## config.mk

```make
export PLATFORM = sky130hd
export DESIGN_NAME = tcw_cursor
export DESIGN_NICKNAME = d
export VERILOG_FILES = /design/src/design/tcw_pkg.sv /design/src/design/tcw_cursor.sv
export SDC_FILE = /design/constraint.sdc
export NUM_CORES = 1
export LEC_CHECK = 0
export BUFFER_PORTS_ARGS = -buffer_cell sky130_fd_sc_hd__buf_4
export CELL_PAD_IN_SITES_DETAIL_PLACEMENT = 0
export CELL_PAD_IN_SITES_GLOBAL_PLACEMENT = 1
export CORE_MARGIN = 1
export CORE_UTILIZATION = 44
export CTS_BUF_LIST = sky130_fd_sc_hd__clkbuf_8
export CTS_CLUSTER_SIZE = 12
export DETAILED_ROUTE_END_ITERATION = 10
export PLACE_DENSITY_LB_ADDON = 0.08
export SYNTH_ARGS = -nofsm -noshare
export SYNTH_HDL_FRONTEND = slang
export SYNTH_SLANG_ARGS = --single-unit
```

## constraint.sdc

```tcl
create_clock -name clk -period 3.55 [get_ports clk]
set_clock_uncertainty 0.15 [all_clocks]
set_input_delay 0.5325 -clock clk [delete_from_list [all_inputs] [get_ports clk]]
set_output_delay 0.5325 -clock clk [all_outputs]
set_load 0.02 [all_outputs]
```

## src/design/tcw_pkg.sv

```systemverilog
// ----------------------------------------------------------------------------
// tcw_pkg : shared types and constants of the text console writer
// Item modes, cursor operation codes, character codes and grid defaults.
// ----------------------------------------------------------------------------
package tcw_pkg;

	localparam int DEF_COLUMN_COUNT = 80;
	localparam int DEF_ROW_COUNT    = 25;

	localparam logic [7:0] BLANK_CODE      = 8'd32;
	localparam logic [7:0] PRINT_LOW       = 8'd32;
	localparam logic [7:0] PRINT_HIGH      = 8'd126;
	localparam logic [7:0] NEWLINE_CODE    = 8'd10;
	localparam logic [7:0] RETURN_CODE     = 8'd13;
	localparam logic [7:0] RESET_ATTRIBUTE = 8'd7;

	localparam logic [1:0] MODE_PUT   = 2'd0;
	localparam logic [1:0] MODE_CLEAR = 2'd1;
	localparam logic [1:0] MODE_READ  = 2'd2;

	typedef logic [2:0] cur_op_t;

	localparam cur_op_t CUR_HOLD      = 3'd0;
	localparam cur_op_t CUR_HOME      = 3'd1;
	localparam cur_op_t CUR_RETURN    = 3'd2;
	localparam cur_op_t CUR_NEXT_LINE = 3'd3;
	localparam cur_op_t CUR_ADVANCE   = 3'd4;

	typedef struct packed {
		logic at_last_col;
		logic at_last_row;
	} cur_flags_t;

endpackage

```

## src/design/tcw_cursor.sv

```systemverilog
// ----------------------------------------------------------------------------
// tcw_cursor : cursor position of the text console writer
// Keeps column, row and linear cell address in step, so no divide is needed.
// ----------------------------------------------------------------------------
module tcw_cursor import tcw_pkg::*; #(
	parameter int COLUMN_COUNT = DEF_COLUMN_COUNT,
	parameter int ROW_COUNT    = DEF_ROW_COUNT,
	localparam int CELL_COUNT  = COLUMN_COUNT * ROW_COUNT,
	localparam int CW          = (COLUMN_COUNT > 1) ? $clog2(COLUMN_COUNT) : 1,
	localparam int RW          = $clog2(ROW_COUNT),
	localparam int AW          = $clog2(CELL_COUNT)
) (
	input  logic          clk,
	input  logic          arst_n,
	input  cur_op_t       op,
	output logic [CW-1:0] col,
	output logic [RW-1:0] row,
	output logic [AW-1:0] addr,
	output cur_flags_t    flags
);

	localparam logic [CW-1:0] LAST_COL  = CW'(COLUMN_COUNT - 1);
	localparam logic [RW-1:0] LAST_ROW  = RW'(ROW_COUNT - 1);
	localparam logic [AW-1:0] LAST_BASE = AW'((ROW_COUNT - 1) * COLUMN_COUNT);

	logic [CW-1:0] col_q;
	logic [RW-1:0] row_q;
	logic [AW-1:0] addr_q;
	logic [CW-1:0] col_d;
	logic [RW-1:0] row_d;
	logic [AW-1:0] addr_d;
	logic [AW-1:0] line_base;
	logic          line_wrap;

	assign flags.at_last_col = (col_q == LAST_COL);
	assign flags.at_last_row = (row_q == LAST_ROW);
	assign line_base = addr_q - AW'(col_q);

	always_comb begin
		col_d     = col_q;
		row_d     = row_q;
		addr_d    = addr_q;
		line_wrap = 1'b0;
		unique case (op)
			CUR_HOME: begin
				col_d  = '0;
				row_d  = '0;
				addr_d = '0;
			end
			CUR_RETURN: begin
				col_d  = '0;
				addr_d = line_base;
			end
			CUR_NEXT_LINE: begin
				line_wrap = 1'b1;
			end
			CUR_ADVANCE: begin
				if (flags.at_last_col) begin
					line_wrap = 1'b1;
				end else begin
					col_d  = CW'(col_q + 1'b1);
					addr_d = AW'(addr_q + 1'b1);
				end
			end
			default: begin
			end
		endcase
		// Go to column 0 of the next row; stay on the last row when it scrolls.
		if (line_wrap) begin
			col_d = '0;
			if (flags.at_last_row) begin
				row_d  = LAST_ROW;
				addr_d = LAST_BASE;
			end else begin
				row_d  = RW'(row_q + 1'b1);
				addr_d = AW'(line_base + AW'(COLUMN_COUNT));
			end
		end
	end

	always_ff @(posedge clk or negedge arst_n) begin
		if (!arst_n) begin
			col_q  <= '0;
			row_q  <= '0;
			addr_q <= '0;
		end else begin
			col_q  <= col_d;
			row_q  <= row_d;
			addr_q <= addr_d;
		end
	end

	assign col  = col_q;
	assign row  = row_q;
	assign addr = addr_q;

endmodule

```

==> summary.txt <==
Setup path
  – R2r endpoint: addr[10]$_DFFE_PN0P_
  – Top cell family by delay on the critical path: compound AO/OA/AOI/OAI gates
  – Largest stage delay on the critical path: about 450 ps
  – Beginning of the worst register-to-register path: addr[0]$_DFFE_PN0P_
  – WP data required: 3570 ps
  – Element type at the critical path end: register
  – CP Class: reg2reg
  – CP Launch Type: register
  – Slack of the worst reg-to-reg path: 450 ps
  – Count of buffering cells on the critical path with inverters included: 3
  – Count of cells along the worst register-to-register path: 14
  – Top fanout value on the critical path: 7
  – Crit path max-delay cell type: sky130_fd_sc_hd__dfrtp_1
  – WP data arrival: 3120 ps
  – List of cells traversed by the critical path: inv_1 > ha_1 > fa_1 > nand2b_1 > a21boi_0 > or3_2 > nand2_1 > inv_1 > ha_1 > inv_1 > a2111oi_4 > xnor2_1 > a21o_1 > a22o_1
  – Critical Path Most Common Cell: sky130_fd_sc_hd__inv_1

Power and ir drop
  – Fraction of power consumed by the clock network: 0.101
  – Pwr dens: 781 nW/um2
  – Switching power summed over all nets: 0.000844 W
  – Total power: 0.00173 W
  – Internal power: approximately 0.0009 W
  – Power share of the sequential group: 0.255
  – Switching share of power: 0.489
  – Combinational cell fraction of total power: 0.644
  – Pleak: 0.984 nW
  – Worst ir drop on vdd: 196 uV

Place
  – Port buffer count: 29
  – Half-perimeter wire length after placement: 3580 um
  – Gpl congestion: 0.795

Global route
  – Pin count of the biggest net entering global routing: 24
  – Overall Global Routing Usage: 0.225
  – Initial antenna violation count: 0
  – Global-route wire length before repair: 7470 um
  – Number of global-route vias before repair: 1514
  – Overflow left after global routing: 0

Floorplanning
  – Floorplan core area: 4060 um2
  – Die Y-Extent: 67.4 um
  – Ports placed on the boundary: 30
  – Floorplan die area: ~4500 um2
  – Initial core utilization: 0.464
  – Number of standard-cell rows in the floorplan: 23
  – Die Wd: approximately 67 um

Detailed routing
  – Post-detailed-route via-to-cell ratio: 5.77
  – Starting DRT DRC Count: 89
  – Total wire length after detailed routing: about 4700 um
  – Count of vias placed by the detailed router: 1748
  – Number of DRC violations after detailed routing: 0
  – Routed len/inst: between 15 and 20 um
  – Antenna viol nets, final: 0
  – Detailed-router iteration count before antenna repair: 4

Logic synthesis
  – Top cells by area in the synthesized netlist: sky130_fd_sc_hd__dfrtp_1 31%, sky130_fd_sc_hd__ha_1 8.0%, sky130_fd_sc_hd__xnor2_1 6.0%
  – Cell count after synthesis: 223
  – Synth cell types: 49
  – Area share of the largest cell type after synthesis: 0.305
  – Mean area per synthesized cell: 8.45 um2
  – Synth Register Bits: 23
  – Leading register cell type out of synthesis: sky130_fd_sc_hd__dfrtp_1
  – Post-Synthesis Net Count: ~240
  – Synth async-reset ratio: 1.00
  – Post-synth design cell area: approximately 1900 um2
  – Top cell type by total area after synthesis: sky130_fd_sc_hd__dfrtp_1
  – Count of synthesis-stage warnings from yosys: 0
  – EDFF count, synth: 0
  – Proportion of synthesized chip area in sequential cells: 0.305

CTS
  – Clock slew at the register clock pins of the worst setup and hold paths: 90 ps
  – CTS-repair resized insts: 0
  – Cell chosen for the clock root: sky130_fd_sc_hd__clkbuf_8
  – Hold-fix buffers, CTS: 0
  – Clock H-tree levels: 1
  – CTS tree: done
  – Buffer count from post-CTS setup fixing: 0
  – # clock sinks: 23
  – CTS buffer count: 3
  – Maximum root-to-sink buffer count: 2
  – Clock latency on the worst-skew pair: 280 ps

Timing
  – Final worst path period share: 0.874
  – Pin slew with the least headroom to its limit: 849 ps
  – Endpoints failing hold: 20
  – Max-slew headroom at the worst pin: 0.432
  – Final Slew Violations: 0
  – Post-route setup TNS: 0 ps
  – Clock period minus final worst setup slack: 3100 ps
  – Setup repair after global routing missed its margin: no
  – Total setup violations reported at the end of the flow: 0
  – Max Freq: 0.322 GHz
  – Worst hold margin: -12.8 ps

Run status
  – Violations in the final reports: negative hold slack
  – Result of the run: finished, violations left

Layout
  – Core utilization of the finished layout: 0.545
  – Filler cells: 395
  – Layout cells sized above 1: 0.186
  – Antenna diode count: 0
  – Leading cell types in the layout, fill and taps excluded: 32 x sky130_fd_sc_hd__buf_4, 23 x sky130_fd_sc_hd__dfrtp_1, 22 x sky130_fd_sc_hd__o21ai_0
  – Layout area overhead: 17.3%
  – Nets: 272
  – Commonest non-fill, non-tap cell in the layout: sky130_fd_sc_hd__buf_4

Worst hold path
  – Class of the worst hold path: in2async

Flow run
  – Max-cap violations: 0
==> metrics by stage <==
| step | worst slack, ps | cell area, um2 | cells |
|---|---|---|---|
| 2_1_floorplan | 530 | 1880 | 223 |
| 3_3_place_gp | 507 | 2160 | 299 |
| 3_5_place_dp | 459 | 2160 | 299 |
| 4_1_cts | 439 | 2210 | 303 |
| 5_1_grt | 185 | 2210 | 303 |
| 6_report | 446 | 2210 | 303 |
==> final cells by class <==
class,count,area [um2],share of cell area
Timing Repair Buffer,32,240,0.109
Tap cell,50,62.6,0.0283
Inverter,19,71.3,0.0323
Multi-Input combinational cell,175,1210,0.549
Sequential cell,23,576,0.260
Clock inverter,1,5.00,0.00227
Clock buffer,3,41.3,0.0187
==> state kept, by name, summed over array words and instances (netlist names) <==
signal and cells:
addr 11, col 7, row 5
==> Yosys cell counts (2+ instances only) <==
| library cell | instances |
|---|---|
| sky130_fd_sc_hd__o21ai_1 | 6 |
| sky130_fd_sc_hd__nor2_1 | 14 |
| sky130_fd_sc_hd__a222oi_1 | 3 |
| sky130_fd_sc_hd__nand2b_1 | 5 |
| sky130_fd_sc_hd__and3_1 | 2 |
| sky130_fd_sc_hd__or4_1 | 2 |
| sky130_fd_sc_hd__ha_1 | 12 |
| sky130_fd_sc_hd__dfrtp_1 | 23 |
| sky130_fd_sc_hd__nand4_1 | 3 |
| sky130_fd_sc_hd__a22oi_1 | 2 |
| sky130_fd_sc_hd__xnor2_1 | 13 |
| sky130_fd_sc_hd__a21o_1 | 2 |
| sky130_fd_sc_hd__nand2_1 | 21 |
| sky130_fd_sc_hd__nand3_1 | 8 |
| sky130_fd_sc_hd__a211oi_2 | 2 |
| sky130_fd_sc_hd__xor2_1 | 7 |
| sky130_fd_sc_hd__inv_1 | 19 |
| sky130_fd_sc_hd__o22ai_1 | 2 |
| sky130_fd_sc_hd__and2_1 | 2 |
| sky130_fd_sc_hd__nor3_2 | 2 |
| sky130_fd_sc_hd__clkbuf_1 | 5 |
| sky130_fd_sc_hd__a22o_1 | 2 |
| sky130_fd_sc_hd__nor3_1 | 3 |
| sky130_fd_sc_hd__a21oi_1 | 11 |
| sky130_fd_sc_hd__o221ai_1 | 4 |
| sky130_fd_sc_hd__or3_1 | 3 |
| sky130_fd_sc_hd__a211oi_1 | 2 |
| sky130_fd_sc_hd__o21ai_0 | 22 |
==> worst max-delay path by stage <==
stage                        start                   end  slack, ps  cells past startpoint
3_3_place_gp   addr[0]$_DFFE_PN0P_  addr[10]$_DFFE_PN0P_        510                     14
5_1_grt        addr[0]$_DFFE_PN0P_  addr[10]$_DFFE_PN0P_        180                     14
4_1_cts        addr[0]$_DFFE_PN0P_  addr[10]$_DFFE_PN0P_        440                     14
3_5_place_dp   addr[0]$_DFFE_PN0P_  addr[10]$_DFFE_PN0P_        460                     14
2_1_floorplan  addr[0]$_DFFE_PN0P_  addr[10]$_DFFE_PN0P_        530                     14
6_report       addr[0]$_DFFE_PN0P_  addr[10]$_DFFE_PN0P_        450                     14
==> power by group through the flow <==
stage | Combinational, W | Sequential [W] | Clock, W
floorplan | 0.000805 | 0.000477 | 0
global placement | 0.00111 | 0.000442 | 0
detailed placement | 0.00110 | 0.000445 | 0
CTS | 0.00111 | 0.000441 | 0.000179
global route | 0.00123 | 0.000454 | 0.000186
finish | 0.00111 | 0.000440 | 0.000174
==> worst register-to-register path, delay by kind of cell (launching register included) <==
kind	cells	cell delay [ps]
compound gates	4	890
fa+ha+maj	3	740
flops	1	450
simple gates	3	410
buf+inv	3	220
xor+xnor	1	120
==> kinds of logic (layout without fill, tap and decap cells) <==
family	Yosys count	after routing	synth area share
AOI/OAI and AO/OA	68	68	0.248
and+or+nand+nor	74	74	0.213
adders and majority gates	13	13	0.0903
buffers and inverters	25	55	0.0505
DFF	23	23	0.305
xor gates and xnor gates	20	20	0.0930
==> per-layer routing <==
layer	GRT usage	wire, um	vias to the layer above
met5	0	0	-
met4	0.0638	52	0
met3	0.0253	208	5
met2	0.330	2000	43
met1	0.343	2430	832
li1	-	-	868
No activity file was read; power rests on OpenSTA's default activity.
